===== src/design/stp_bpdu_pkg.sv =====
// Package for the spanning-tree port role update unit.
// Types, port-role codes and sizing constants shared by all design files.
// No dependencies.
`timescale 1ns / 1ps

package stp_bpdu_pkg;

  localparam int NUM_PORTS = 32;
  localparam int PORT_W    = 5;
  localparam int ID_W      = 16;
  localparam int DIST_W    = 8;
  localparam int MASK_W    = 32;
  localparam int DATA_W    = 32;
  localparam int ADDR_W    = 3;

  localparam logic [1:0] ROLE_DESIG = 2'd0;
  localparam logic [1:0] ROLE_ROOT  = 2'd1;
  localparam logic [1:0] ROLE_BLOCK = 2'd2;

  localparam logic REG_OWN_ID = 1'b0;
  localparam logic REG_MASK   = 1'b1;

  typedef struct packed {
    logic [ID_W-1:0]   msg_root_id;
    logic [DIST_W-1:0] msg_distance;
    logic [ID_W-1:0]   msg_sender_id;
    logic [PORT_W-1:0] msg_port;
  } in_item_t;

  typedef struct packed {
    logic              changed;
    logic [ID_W-1:0]   best_root_id;
    logic [DIST_W-1:0] root_distance;
    logic [PORT_W-1:0] root_port;
  } out_item_t;

  typedef struct packed {
    in_item_t          msg;
    logic [DIST_W-1:0] next_dist;
    logic              port_ok;
  } cls_item_t;

  typedef struct packed {
    logic              own_we;
    logic              mask_we;
    logic [DATA_W-1:0] wdata;
  } cfg_wr_t;

endpackage


===== src/design/stp_bpdu_port_role_update_unit.sv =====
// Top level of the spanning-tree port role update unit.
// Instantiates stp_bpdu_front and stp_bpdu_back; uses stp_bpdu_pkg.
//
// Usage:
//   Input queue port: push/full with in_item (root id, distance, sender id,
//   arrival port). A transfer happens at an edge with push high, full low.
//   Result queue port: empty/pop with out_item (changed flag, root id,
//   distance, root port). The oldest result shows while empty is low and
//   is transferred at an edge with pop high.
//   APB register port: own_bridge_id at 0x0, connected_port_mask at 0x4;
//   writes complete in the access phase, pready is tied high.
// Path: a message waits in the front-end queue, then the back end applies
//   it and writes its result into the result queue, where it can be popped.
// Throughput: one message per cycle while the result queue has room or is
//   popped; the back end updates its state combinationally per message.
// Reset (rst_n low, synchronous) empties both queues, clears registers and
//   sets every port designated. When the result side stalls, the two-entry
//   result queue and then the two-entry message queue fill, and full rises.
`timescale 1ns / 1ps

module stp_bpdu_port_role_update_unit (
  input  logic                                  clk,
  input  logic                                  rst_n,
  input  logic                                  push,
  input  stp_bpdu_pkg::in_item_t                in_item,
  output logic                                  full,
  output logic                                  empty,
  input  logic                                  pop,
  output stp_bpdu_pkg::out_item_t               out_item,
  input  logic                                  psel,
  input  logic                                  penable,
  input  logic                                  pwrite,
  input  logic [stp_bpdu_pkg::ADDR_W-1:0]       paddr,
  input  logic [stp_bpdu_pkg::DATA_W-1:0]       pwdata,
  output logic [stp_bpdu_pkg::DATA_W-1:0]       prdata,
  output logic                                  pready
);

  logic                            q_valid, q_pop, wr_stb;
  stp_bpdu_pkg::cls_item_t         q_item;
  stp_bpdu_pkg::cfg_wr_t           cfg_wr;
  logic [stp_bpdu_pkg::ID_W-1:0]   own_id;
  logic [stp_bpdu_pkg::MASK_W-1:0] port_mask;

  assign pready = 1'b1;
  assign wr_stb = psel && penable && pwrite && pready;

  always_comb begin
    cfg_wr.own_we  = wr_stb && (paddr[2] == stp_bpdu_pkg::REG_OWN_ID);
    cfg_wr.mask_we = wr_stb && (paddr[2] == stp_bpdu_pkg::REG_MASK);
    cfg_wr.wdata   = pwdata;
    if (paddr[2] == stp_bpdu_pkg::REG_OWN_ID) begin
      prdata = {{(stp_bpdu_pkg::DATA_W - stp_bpdu_pkg::ID_W){1'b0}}, own_id};
    end else begin
      prdata = port_mask;
    end
  end

  stp_bpdu_front u_front (
    .clk     (clk),
    .rst_n   (rst_n),
    .push    (push),
    .in_item (in_item),
    .full    (full),
    .q_valid (q_valid),
    .q_item  (q_item),
    .q_pop   (q_pop)
  );

  stp_bpdu_back u_back (
    .clk       (clk),
    .rst_n     (rst_n),
    .q_valid   (q_valid),
    .q_item    (q_item),
    .q_pop     (q_pop),
    .cfg_wr    (cfg_wr),
    .own_id    (own_id),
    .port_mask (port_mask),
    .empty     (empty),
    .pop       (pop),
    .out_item  (out_item)
  );

endmodule


===== src/design/stp_bpdu_front.sv =====
// Front end: accepts messages, precomputes the saturated candidate distance
// and the port range check, and holds them in a two-entry queue.
// Depends on stp_bpdu_pkg.
`timescale 1ns / 1ps

module stp_bpdu_front (
  input  logic                   clk,
  input  logic                   rst_n,
  input  logic                   push,
  input  stp_bpdu_pkg::in_item_t in_item,
  output logic                   full,
  output logic                   q_valid,
  output stp_bpdu_pkg::cls_item_t q_item,
  input  logic                   q_pop
);

  stp_bpdu_pkg::cls_item_t mem_r [2];
  logic       wp_r, wp_nxt;
  logic       rp_r, rp_nxt;
  logic [1:0] cnt_r, cnt_nxt;
  logic       wr_en, rd_en;
  stp_bpdu_pkg::cls_item_t cls;

  always_comb begin
    cls.msg     = in_item;
    cls.port_ok = ({1'b0, in_item.msg_port} < (stp_bpdu_pkg::PORT_W + 1)'(stp_bpdu_pkg::NUM_PORTS));
    if (in_item.msg_distance == {stp_bpdu_pkg::DIST_W{1'b1}}) begin
      cls.next_dist = {stp_bpdu_pkg::DIST_W{1'b1}};
    end else begin
      cls.next_dist = in_item.msg_distance + 1'b1;
    end
  end

  assign full    = (cnt_r == 2'd2);
  assign q_valid = (cnt_r != 2'd0);
  assign q_item  = mem_r[rp_r];
  assign wr_en   = push && !full;
  assign rd_en   = q_pop && q_valid;

  always_comb begin
    wp_nxt  = wr_en ? !wp_r : wp_r;
    rp_nxt  = rd_en ? !rp_r : rp_r;
    cnt_nxt = cnt_r + {1'b0, wr_en} - {1'b0, rd_en};
  end

  always_ff @(posedge clk) begin
    if (!rst_n) begin
      wp_r  <= 1'b0;
      rp_r  <= 1'b0;
      cnt_r <= 2'd0;
    end else begin
      wp_r  <= wp_nxt;
      rp_r  <= rp_nxt;
      cnt_r <= cnt_nxt;
    end
  end

  always_ff @(posedge clk) begin
    if (wr_en) begin
      mem_r[wp_r] <= cls;
    end
  end

endmodule


===== src/design/stp_bpdu_back.sv =====
// Back end: bridge state, configuration registers and per-port roles.
// Applies one queued message per cycle and queues the result (two entries),
// unless that queue is full and not popped. Depends on stp_bpdu_pkg.
`timescale 1ns / 1ps

module stp_bpdu_back (
  input  logic                      clk,
  input  logic                      rst_n,
  input  logic                      q_valid,
  input  stp_bpdu_pkg::cls_item_t   q_item,
  output logic                      q_pop,
  input  stp_bpdu_pkg::cfg_wr_t     cfg_wr,
  output logic [stp_bpdu_pkg::ID_W-1:0]   own_id,
  output logic [stp_bpdu_pkg::MASK_W-1:0] port_mask,
  output logic                      empty,
  input  logic                      pop,
  output stp_bpdu_pkg::out_item_t   out_item
);

  localparam int NP = stp_bpdu_pkg::NUM_PORTS;

  logic [stp_bpdu_pkg::ID_W-1:0]   own_r, own_nxt;
  logic [stp_bpdu_pkg::MASK_W-1:0] mask_r, mask_nxt;
  logic [stp_bpdu_pkg::ID_W-1:0]   root_r, root_nxt;
  logic [stp_bpdu_pkg::DIST_W-1:0] dist_r, dist_nxt;
  logic [stp_bpdu_pkg::ID_W-1:0]   pid_r, pid_nxt;
  logic [stp_bpdu_pkg::PORT_W-1:0] pp_r, pp_nxt;
  logic                            has_r, has_nxt;
  logic [NP-1:0][1:0]              roles_r, roles_nxt;

  stp_bpdu_pkg::out_item_t omem_r [2];
  logic       owp_r, owp_nxt;
  logic       orp_r, orp_nxt;
  logic [1:0] ocnt_r, ocnt_nxt;
  logic       rd_en;

  stp_bpdu_pkg::in_item_t  m;
  stp_bpdu_pkg::out_item_t res;
  logic [1:0] role_p;
  logic lt_root, eq_root, nd_lt, nd_eq, nd_gt;
  logic do_adopt, do_move, do_block, take;

  assign own_id    = own_r;
  assign port_mask = mask_r;
  assign empty     = (ocnt_r == 2'd0);
  assign out_item  = omem_r[orp_r];
  assign rd_en     = pop && !empty;
  assign take      = q_valid && ((ocnt_r != 2'd2) || pop);
  assign q_pop     = take;
  assign m         = q_item.msg;

  always_comb begin
    role_p = stp_bpdu_pkg::ROLE_DESIG;
    for (int p = 0; p < NP; p++) begin
      if (stp_bpdu_pkg::PORT_W'(p) == m.msg_port) begin
        role_p = roles_r[p];
      end
    end
    lt_root = m.msg_root_id < root_r;
    eq_root = m.msg_root_id == root_r;
    nd_lt   = q_item.next_dist < dist_r;
    nd_eq   = q_item.next_dist == dist_r;
    nd_gt   = q_item.next_dist > dist_r;

    do_adopt = q_item.port_ok && (lt_root || (eq_root && nd_lt));
    do_move  = q_item.port_ok && eq_root && nd_eq && (m.msg_sender_id <= pid_r) &&
               ((m.msg_sender_id < pid_r) || !has_r || (m.msg_port < pp_r));
    do_block = q_item.port_ok && eq_root && (
                 (nd_eq && (m.msg_sender_id > pid_r) &&
                  (role_p == stp_bpdu_pkg::ROLE_DESIG)) ||
                 (nd_eq && (m.msg_sender_id == pid_r) && has_r && (m.msg_port > pp_r) &&
                  (role_p != stp_bpdu_pkg::ROLE_BLOCK)) ||
                 (nd_gt && (m.msg_distance == dist_r) && (m.msg_sender_id < own_r) &&
                  (role_p == stp_bpdu_pkg::ROLE_DESIG)));

    own_nxt   = own_r;
    mask_nxt  = mask_r;
    root_nxt  = root_r;
    dist_nxt  = dist_r;
    pid_nxt   = pid_r;
    pp_nxt    = pp_r;
    has_nxt   = has_r;
    roles_nxt = roles_r;

    if (take) begin
      if (do_adopt) begin
        if (lt_root) begin
          root_nxt = m.msg_root_id;
        end
        dist_nxt = q_item.next_dist;
        pid_nxt  = m.msg_sender_id;
        pp_nxt   = m.msg_port;
        has_nxt  = 1'b1;
        for (int p = 0; p < NP; p++) begin
          if (p < stp_bpdu_pkg::MASK_W) begin
            if (mask_r[p]) begin
              roles_nxt[p] = stp_bpdu_pkg::ROLE_DESIG;
            end
          end
          if (stp_bpdu_pkg::PORT_W'(p) == m.msg_port) begin
            roles_nxt[p] = stp_bpdu_pkg::ROLE_ROOT;
          end
        end
      end else if (do_move) begin
        pid_nxt = m.msg_sender_id;
        pp_nxt  = m.msg_port;
        has_nxt = 1'b1;
        for (int p = 0; p < NP; p++) begin
          if (has_r && (stp_bpdu_pkg::PORT_W'(p) == pp_r)) begin
            roles_nxt[p] = stp_bpdu_pkg::ROLE_BLOCK;
          end
          if (stp_bpdu_pkg::PORT_W'(p) == m.msg_port) begin
            roles_nxt[p] = stp_bpdu_pkg::ROLE_ROOT;
          end
        end
      end else if (do_block) begin
        for (int p = 0; p < NP; p++) begin
          if (stp_bpdu_pkg::PORT_W'(p) == m.msg_port) begin
            roles_nxt[p] = stp_bpdu_pkg::ROLE_BLOCK;
          end
        end
      end
    end

    if (cfg_wr.own_we) begin
      own_nxt = cfg_wr.wdata[stp_bpdu_pkg::ID_W-1:0];
      if (!has_r) begin
        root_nxt = cfg_wr.wdata[stp_bpdu_pkg::ID_W-1:0];
        pid_nxt  = cfg_wr.wdata[stp_bpdu_pkg::ID_W-1:0];
      end
    end
    if (cfg_wr.mask_we) begin
      mask_nxt = cfg_wr.wdata[stp_bpdu_pkg::MASK_W-1:0];
    end

    res.changed       = do_adopt || do_move || do_block;
    res.best_root_id  = root_nxt;
    res.root_distance = dist_nxt;
    res.root_port     = has_nxt ? pp_nxt : '0;

    owp_nxt  = take ? !owp_r : owp_r;
    orp_nxt  = rd_en ? !orp_r : orp_r;
    ocnt_nxt = ocnt_r + {1'b0, take} - {1'b0, rd_en};
  end

  always_ff @(posedge clk) begin
    if (!rst_n) begin
      own_r   <= '0;
      mask_r  <= '0;
      root_r  <= '0;
      dist_r  <= '0;
      pid_r   <= '0;
      pp_r    <= '0;
      has_r   <= 1'b0;
      roles_r <= '0;
      owp_r   <= 1'b0;
      orp_r   <= 1'b0;
      ocnt_r  <= 2'd0;
    end else begin
      own_r   <= own_nxt;
      mask_r  <= mask_nxt;
      root_r  <= root_nxt;
      dist_r  <= dist_nxt;
      pid_r   <= pid_nxt;
      pp_r    <= pp_nxt;
      has_r   <= has_nxt;
      roles_r <= roles_nxt;
      owp_r   <= owp_nxt;
      orp_r   <= orp_nxt;
      ocnt_r  <= ocnt_nxt;
    end
  end

  always_ff @(posedge clk) begin
    if (take) begin
      omem_r[owp_r] <= res;
    end
  end

endmodule


===== config.mk =====
export PLATFORM = sky130hd
export DESIGN_NAME = stp_bpdu_port_role_update_unit
export DESIGN_NICKNAME = d
export VERILOG_FILES = /design/src/design/stp_bpdu_pkg.sv /design/src/design/stp_bpdu_port_role_update_unit.sv /design/src/design/stp_bpdu_front.sv /design/src/design/stp_bpdu_back.sv
export SDC_FILE = /design/constraint.sdc
export NUM_CORES = 1
export LEC_CHECK = 0
export BUFFER_PORTS_ARGS = -buffer_cell sky130_fd_sc_hd__buf_2
export CAP_MARGIN = 5
export CORE_MARGIN = 2
export CORE_UTILIZATION = 54
export DETAILED_ROUTE_END_ITERATION = 10
export PLACE_DENSITY = 0.73
export SLEW_MARGIN = 20
export SYNTH_ARGS = -nofsm -noshare
export SYNTH_HDL_FRONTEND = slang
export SYNTH_SLANG_ARGS = --single-unit

===== constraint.sdc =====
create_clock -name clk -period 5.1 [get_ports clk]
set_input_delay 1.02 -clock clk [delete_from_list [all_inputs] [get_ports clk]]
set_output_delay 1.02 -clock clk [all_outputs]
set_load 0.02 [all_outputs]

---- After elaboration in Yosys (flattened, before gate mapping) ----
Memories as Yosys holds them, arrays and structs flattened. A register that Yosys moved wholly into a read port is not among the register bits.
Cells that the tools add are included.
storage, ports and cells
  register bits after elaboration ......... 166
  bits of input ports ..................... 87
  output and inout bits ................... 65
  RAM bits ................................ 166
  memories kept ........................... 2
cells by class
  bitwise operators ....................... 1
  reductions and logical operators ........ 173
  add/subtract/negate cells ............... 5
  mux-type cells .......................... 224
  $lt $le $gt $ge ......................... 9
  equality and inequality tests ........... 102
memories
  name           words  width  read ports  clocked after memory_dff  wr ports  line                  source
  u_front.mem_r  2      53     1           1                         1         stp_bpdu_front.sv:17  stp_bpdu_pkg::cls_item_t mem_r [2];
  u_back.omem_r  2      30     1           1                         1         stp_bpdu_back.sv:31   stp_bpdu_pkg::out_item_t omem_r [2];
operators with widths
  kind                   count
  $mux W2                192
  $reduce_bool A3 Y1     65
  $mux W64               3
  $eq A5 B5 Y1 const A   32
  $mux W16               10
  $reduce_and A5 Y1      32
  $ne A3 B2 Y1 const B   32
  $eq A4 B5 Y1 const A   16
  $logic_and A1 B1 Y1    54
  $lt A16 B16 Y1         3
  $eq A3 B5 Y1 const A   8
  $eq A16 B16 Y1         2
  $mux W32               1
  $mux W8                3
  $eq A2 B5 Y1 const A   4
  $mux W5                4
  $eq A8 B8 Y1           2
  $gt A16 B16 Y1         1
  $le A16 B16 Y1         1
  $mux W1                11
  $eq A1 B5 Y1 const A   2
  $logic_not A5 Y1       2
  $add A8 B1 Y8 const B  1
  $eq A8 B8 Y1 const B   1
  other kinds (14)       32

---- Longest topological paths before layout ----
Gate-level depths: netlist of the first run.
  word-level depth ........................ 41
  mapped depth ............................ 21
  gate-level depth less buffers ........... 15

---- Modules after synthesis ----
A second synthesis of the first run with hierarchy kept.
second synthesis, totals
  cell total of the unflattened synthesis .. 1617
  area, all modules ....................... 17005.1 um^2
modules (own cells, without submodules)
  module                          cells each  times used  seq. area each (um^2)  area each (um^2)
  stp_bpdu_back                   1358        1           5064.9                 12361.9
  stp_bpdu_front                  219         1           3283.1                 4240.3
  stp_bpdu_port_role_update_unit  40          1           0.0                    402.9

---- Least setup slack after synthesis of the first run ----
Ideal clock, no wire load.
  path type ............................... register -> register
  start ................................... reg (tool-made name)
  end ..................................... mem u_back.omem_r[0][3] (netlist name) (data pin)
  buffers on the path ..................... 9
  data arrival time ....................... 4710 ps
  required time ........................... 4823 ps
  clock period less this slack ............ 4988 ps
  cell stages (with the launch flop) ...... 20
  path slack .............................. 112 ps
  cells stage by stage .................... dfxtp_1 > buf_2 > buf_6 > buf_6 > buf_6 > clkbuf_1 > clkbuf_1 > mux2_2 > ha_1 > a211oi_1 > o21a_1 > o21ai_0 > o32ai_1 > nor2_1 > or2_2 > clkbuf_1 > a21oi_1 > clkbuf_1 > clkbuf_1 > o21ai_0
RTL lines
  what       line
  to (decl)  stp_bpdu_back.sv:31

==> qor.csv, run 1 <==
metric;value;unit
status;completed;
Root Buffer Master;clkbuf_16;
setup ws final;0.3287;ns
final setup fails;0;
#FFs+latches synth;334;
Avg Synthesized Cell Area;9.726;um^2
ys flop type;dfxtp_1;
Least-Margin Pin Slew;1.084;ns
combinational share of power;0.375;
sequential element share of the synthesized area;0.4973;
critical path launch point type;flop;
CTS tree;built;
core area;30590;um^2
Clock Latency Late Sink;0.52;ns
CP required;5.53;ns
Cell Area, Synth;16790;um^2
first-pass GRT wire length;73890;um
Iter 0 DRT Violations;1754;
vias in the first global route;13322;
initial antenna violation count;0;
CP Max Fanout;49;
Netlist cell types;76;
switching power;3704;uW
GRT Resource Usage Total;0.2859;
Syn Inst Count;1726;
H-tree levels;2;
Sw Share;0.3689;
Die Area;32510;um^2
setup TNS;0;ns
Max Fclk;209.6;MHz
IO Port Bufs;148;
number of flops mapped to enable cells by yosys;166;
internal power;6336;uW
syn nets;1878;
DRT Pass-1 Iters;6;
Synth top area share;0.2969;
crit-path cells;mux2_2 > ha_1 > a211oi_1 > o21a_1 > o21ai_0 > o32ai_1 > nor2_1 > or2_2 > nand2_1 > and3b_1 > a211oi_4 > buf_12 > nand2_2 > o221ai_1;
period utilization;0.9356;
Slew Limit Fails;0;
gpl congestion;0.9998;
Hold Violations, Final;0;
WL per Instance;20.94;um
Arr. time, crit path;5.20;ns
fin util;0.6252;
dpl cell area;17960;um^2
Clock Pin Slew Worst Setup and Hold Paths;0.06;ns
DRC Markers;0;
clock group share of total power;0.251;
cell family with most CP delay;compound AO/OA/AOI/OAI gates;
drt via density;6.136;
Row Count;64;
CP max stage delay;0.74;ns
hold_buf cts;0;
LEAKAGE;0.007285;uW
Slowest-stage cell, CP;dfxtp_4;
critical path capture point type;flop;
total number of vias;13991;
skew final;0.01507;ns
hold crit path type;flop to flop;
worst path buffer plus inverter count;1;
starting density of the core;0.5488;
ranking of synthesized cells by area;edfxtp_1, dfxtp_1, nand2_1;
yosys warns;0;
grt total ovfl;0;
Cell Pwr Density;524.9;nW/um^2
# nets final;2008;
critical path class;flop to flop;
die width;180.3;um
ANT nets after route;0;
Post-Place Setup Slack;0.3961;ns
min Tclk post-route;4.771;ns
WL final;47750;um
Synth area leader;edfxtp_1;
die height;180.3;um
max_cap viols;0;
Worst VDD drop;0.3320;mV
Worst slew margin;0.2775;
most frequent cell after synthesis;nand2_1;
HPWL Detailed;33680;um
largest buffer count on any clock path;3;
post-synthesis async set-or-reset flop share;0;
top cells by count, synth;nand2_1, dfxtp_1, edfxtp_1;
largest net degree at the start of global routing;72;
CTS Buf Count;36;
share of post-route cells with drive strength above 1;0.1832;
sequential power share;0.374;
area delta synth->final;13.93;%
Final Instance Area;19130;um^2
I/O pins;152;
clock sink count;334;
RSZ-0062 raised after global routing;false;
-- power groups by stage --
stage / registers (uW) / logic (uW) / clock network (uW)
floorplan: 3660 / 2640 / 0
global placement: 3780 / 3570 / 0
detailed placement: 3810 / 3660 / 0
CTS: 3750 / 3700 / 2540
global route: 3810 / 4090 / 2650
finish: 3760 / 3760 / 2520
-- what timing repair did --
item,in CTS,in global routing
gates resized for setup,0,0
buffers inserted,0,1
endpoints found under the setup margin,0,4
-- layout make-up --
cell class,instances,area (um^2)
Multi-Input combinational cell,1213,7739
Timing Repair Buffer,188,1099
Clock inverter,16,137.6
Inverter,83,311.5
Fill cell,2530,11460
Clock buffer,49,989.7
Antenna cell,1,2.502
Tap cell,396,495.5
Sequential cell,334,8352
-- state kept, by name (all words and copies together) (netlist names), named ones only --
signal and count:
u_back.owp_r 1, u_back.omem_r 60, u_front.rp_r 1, u_back.orp_r 1
u_back.pp_r 5, u_front.cnt_r 2, u_front.wp_r 1, u_back.roles_r 64
u_back.root_r 16, u_back.ocnt_r 2, u_back.own_id 16, u_back.pid_r 16
u_front.mem_r 106, u_back.dist_r 8, u_back.port_mask 32, u_back.has_r 1
-- cell families (layout without fill, tap and decap cells) --
family	after synthesis	after routing	synth area share
AOI/OAI and AO/OA	424	424	0.1628
xor gates and xnor gates	20	20	0.01043
adders and majority gates	65	65	0.04845
buffers and inverters	179	336	0.04308
DFF	334	334	0.4973
muxes	131	131	0.08340
other	1	2	0.0002234
and+or+nand+nor	572	572	0.1544
-- per-layer routing --
layer | track usage | part of all wire
met1 | 0.4018 | 0.42
met2 | 0.4627 | 0.46
met3 | 0.04507 | 0.096
met4 | 0.07484 | 0.026
met5 | 0 | 0
-- worst register-to-register path, stage by stage, from the launching register on --
cell and delay, ns:
dfxtp_4 0.74, mux2_2 0.48, ha_1 0.34, a211oi_1 0.22, o21a_1 0.16, o21ai_0 0.16
o32ai_1 0.47, nor2_1 0.15, or2_2 0.44, nand2_1 0.13, and3b_1 0.22, a211oi_4 0.39
buf_12 0.28, nand2_2 0.23, o221ai_1 0.27
-- cell usage in the layout, fill, tap and decap left out, types with 65 or more instances in the layout --
cell type and count:
mux2_2 71, nand2_1 297, ha_1 65, o21ai_0 104
buf_2 148, edfxtp_1 166, dfxtp_1 167, nor2_1 80
inv_1 80, a21oi_1 115
-- stage by stage --
| stage | hold slack, ns | std cells | total power, uW |
|---|---|---|---|
| 2_1_floorplan | 0.4322 | 1726 | 6305 |
| 3_3_place_gp | 0.4416 | 2212 | 7345 |
| 3_5_place_dp | 0.4468 | 2212 | 7470 |
| 4_1_cts | 0.4549 | 2277 | 9997 |
| 5_1_grt | 0.4726 | 2279 | 10550 |
| 6_report | 0.4544 | 2280 | 10040 |
-- path summary, 6_finish.rpt --
check                         start                 end  slack, ns  cells after the start
setup reg to reg               flop  u_back.roles_r[49]       0.33                     14
setup / recovery               flop  u_back.roles_r[49]       0.33                     14
hold / removal    u_back.own_id[14]   u_back.own_id[14]       0.45                      2
hold reg to reg   u_back.own_id[14]   u_back.own_id[14]       0.45                      2
Power figures use the tool's default switching activity.
==> inputs of run 2 (changes only) <==
--- a/config.mk
+++ b/config.mk
@@ -5,12 +5,12 @@
 export SDC_FILE = /design/constraint.sdc
 export NUM_CORES = 1
 export LEC_CHECK = 0
-export BUFFER_PORTS_ARGS = -buffer_cell sky130_fd_sc_hd__buf_2
+export BUFFER_PORTS_ARGS = -buffer_cell sky130_fd_sc_hd__clkbuf_2
 export CAP_MARGIN = 5
 export CORE_MARGIN = 2
-export CORE_UTILIZATION = 54
+export CORE_UTILIZATION = 40
 export DETAILED_ROUTE_END_ITERATION = 10
-export PLACE_DENSITY = 0.73
+export PLACE_DENSITY = 0.57
 export SLEW_MARGIN = 20
 export SYNTH_ARGS = -nofsm -noshare
 export SYNTH_HDL_FRONTEND = slang
==> constraint.sdc (replaced) <==
create_clock -name clk -period 3.9 [get_ports clk]
set_input_delay 0.78 -clock clk [delete_from_list [all_inputs] [get_ports clk]]
set_output_delay 0.78 -clock clk [all_outputs]
set_load 0.02 [all_outputs]
==> run 2 against run 1 <==
  * The flow now finishes with violations (negative setup slack)
  * Non-clock buffer count rose by 153
  * Clock power rose by 39%
  * Clock-buffer cell count rose by 7
  * Die area rose by 34%
  * Combinational power rose by 70%
  * Critical path depth rose by 3
  * Flip-flop and latch count did not move
  * Routed wire length rose by 13%
  * Sequential share of layout area fell by 4.6 points
  * Cell count rose by 13%
  * Register-to-register slack got worse by 0.53 ns
  * Critical endpoint is now u_back.roles_r[40]
  * Clock skew rose by 0.0029 ns
  * Largest cell class unchanged
==> qor.csv, run 2 (same netlist as run 1, synthesis figures left out) <==
metric;value;unit
clock sink count;334;
Antenna diodes;0;
hold crit path type;input port to flop;
largest net degree at the start of global routing;99;
Arr. time, crit path;4.57;ns
max FFs per register;106;
Hold Violations, Final;0;
area delta synth->final;27.47;%
starting density of the core;0.4029;
hold_buf cts;0;
initial antenna violation count;0;
I/O pins;152;
die width;208.9;um
IO Port Bufs;148;
CP Max Fanout;6;
Row Count;75;
setup ws final;-0.2031;ns
Min-Delay Path Depth;1;
drt via density;5.562;
largest buffer count on any clock path;3;
HPWL Detailed;38050;um
Cell Pwr Density;689.0;nW/um^2
die height;208.9;um
total number of vias;14351;
critical path launch point type;flop;
min Tclk post-route;4.103;ns
Worst R2R End;u_back.roles_r[40];
sequential cell area;8352;um^2
Slew Limit Fails;0;
Iter 0 DRT Violations;1059;
Worst Hold Path EP;u_front.mem_r[1][10];
failing checks;negative setup slack;
Worst slew margin;0.2816;
FILL cells;3857;
Least-Margin Pin Slew;1.078;ns
critical path capture point type;flop;
critical path class;flop to flop;
CP required;4.37;ns
first-pass GRT wire length;81850;um
cells on worst reg2reg path;17;
Die Area;43620;um^2
max_cap viols;0;
flop-to-flop setup slack;-0.20;ns
share of post-route cells with drive strength above 1;0.2881;
Worst VDD drop;0.4379;mV
Clock Latency Late Sink;0.55;ns
DRT Pass-1 Iters;5;
vias in the first global route;13763;
WL per Instance;20.97;um
final setup fails;67;
setup TNS;-6.570;ns
Min Hold Slack;0.4303;ns
Max Fclk;243.7;MHz
DRC Markers;0;
CTS Buf Count;38;
gpl congestion;0.9231;
Hold Startpoint;in_item[2];
H-tree levels;2;
period utilization;1.052;
grt total ovfl;0;
commonest cells after routing, fill and taps aside;nand2_1, dfxtp_1, edfxtp_1, buf_4, clkbuf_2;
# nets final;2163;
Post-Place Setup Slack;-0.1827;ns
Power, Total;14740;uW
Clock Pin Slew Worst Setup and Hold Paths;0.06;ns
core area;41670;um^2
biggest regs;u_front.mem_r x106, u_back.roles_r x64, u_back.omem_r x60;
WL final;54100;um
GRT Resource Usage Total;0.2436;
Most flops, register;u_front.mem_r;
RSZ-0062 raised after global routing;true;
skew final;0.01795;ns
CTS tree;built;
most common cell after layout, fill and taps aside;nand2_1;
status;complete, but fails checks;
area of the multi-input gates;8334;um^2
ANT nets after route;0;
Root Buffer Master;clkbuf_16;
LEAKAGE;0.008467;uW
run 2: cell types whose count changed in the layout (fill, tap and decap cells not counted), moves of 9 or more:
| cell | previous run | this run |
|---|---|---|
| nand2_1 | 297 | 282 |
| buf_4 | 36 | 164 |
| nand2_4 | 0 | 13 |
| o21ai_0 | 104 | 90 |
| clkbuf_2 | 0 | 147 |
| buf_2 | 148 | 1 |
| o21ai_2 | 0 | 9 |
| buf_12 | 3 | 17 |
run 2: worst max-delay path by stage:
stage,end,slack [ns],cells after the start
CTS,u_back.roles_r[12],-0.07,17
global placement,u_back.roles_r[44],-0.23,16
global route,u_back.roles_r[25],-0.35,22
floorplan,u_back.roles_r[62],-0.11,20
detailed placement,u_back.roles_r[44],-0.18,16
finish,u_back.roles_r[40],-0.20,17
run 2: critical path, cell delays in order (launching register included):
cell	delay, ns
dfxtp_4	0.42
buf_12	0.14
mux2_4	0.32
ha_4	0.27
nand4_1	0.25
nor4_4	0.36
nand4_1	0.27
nor2b_4	0.21
nor2_4	0.05
or2_4	0.27
nand2_2	0.07
and3b_2	0.23
a211oi_4	0.22
buf_4	0.17
buf_12	0.10
o211ai_1	0.19
buf_4	0.31
o22ai_1	0.14
run 2: metal layers:
layer / track usage / wire, um / up-vias
met5: 0 / 0 / -
met4: 0.09138 / 2059 / 0
met3: 0.03847 / 3317 / 115
met2: 0.3911 / 25050 / 495
met1: 0.3324 / 23670 / 6943
li1: - / - / 6798
run 2: report_power, final:
| group | internal (uW) | switching [uW] |
|---|---|---|
| sequential | 4530 | 311 |
| clock | 2050 | 1460 |
| combinational | 2730 | 3660 |
| total | 9320 | 5430 |
run 2: stage by stage:
step                std cells  utilization  area [um^2]
floorplan                1726            -        17000
global placement         2484       0.4654        19390
detailed placement       2484       0.4654        19390
CTS                      2572       0.5058        21070
finish                   2580       0.5136        21400
global route             2580       0.5136        21400
run 2: what timing repair did:
item,CTS,global route
pin swaps,12,13
setup buffers,17,6
cloned,2,3
setup endpoints to repair,66,75
resized for setup,68,55
run 2: area by class of cell:
type,count,area share
tap,539,0.03152
clock buffer,56,0.04999
sequential,334,0.3903
multi-input combinational,1213,0.3895
clock inverter,14,0.006607
inverter,83,0.01474
timing repair buffer,341,0.1174
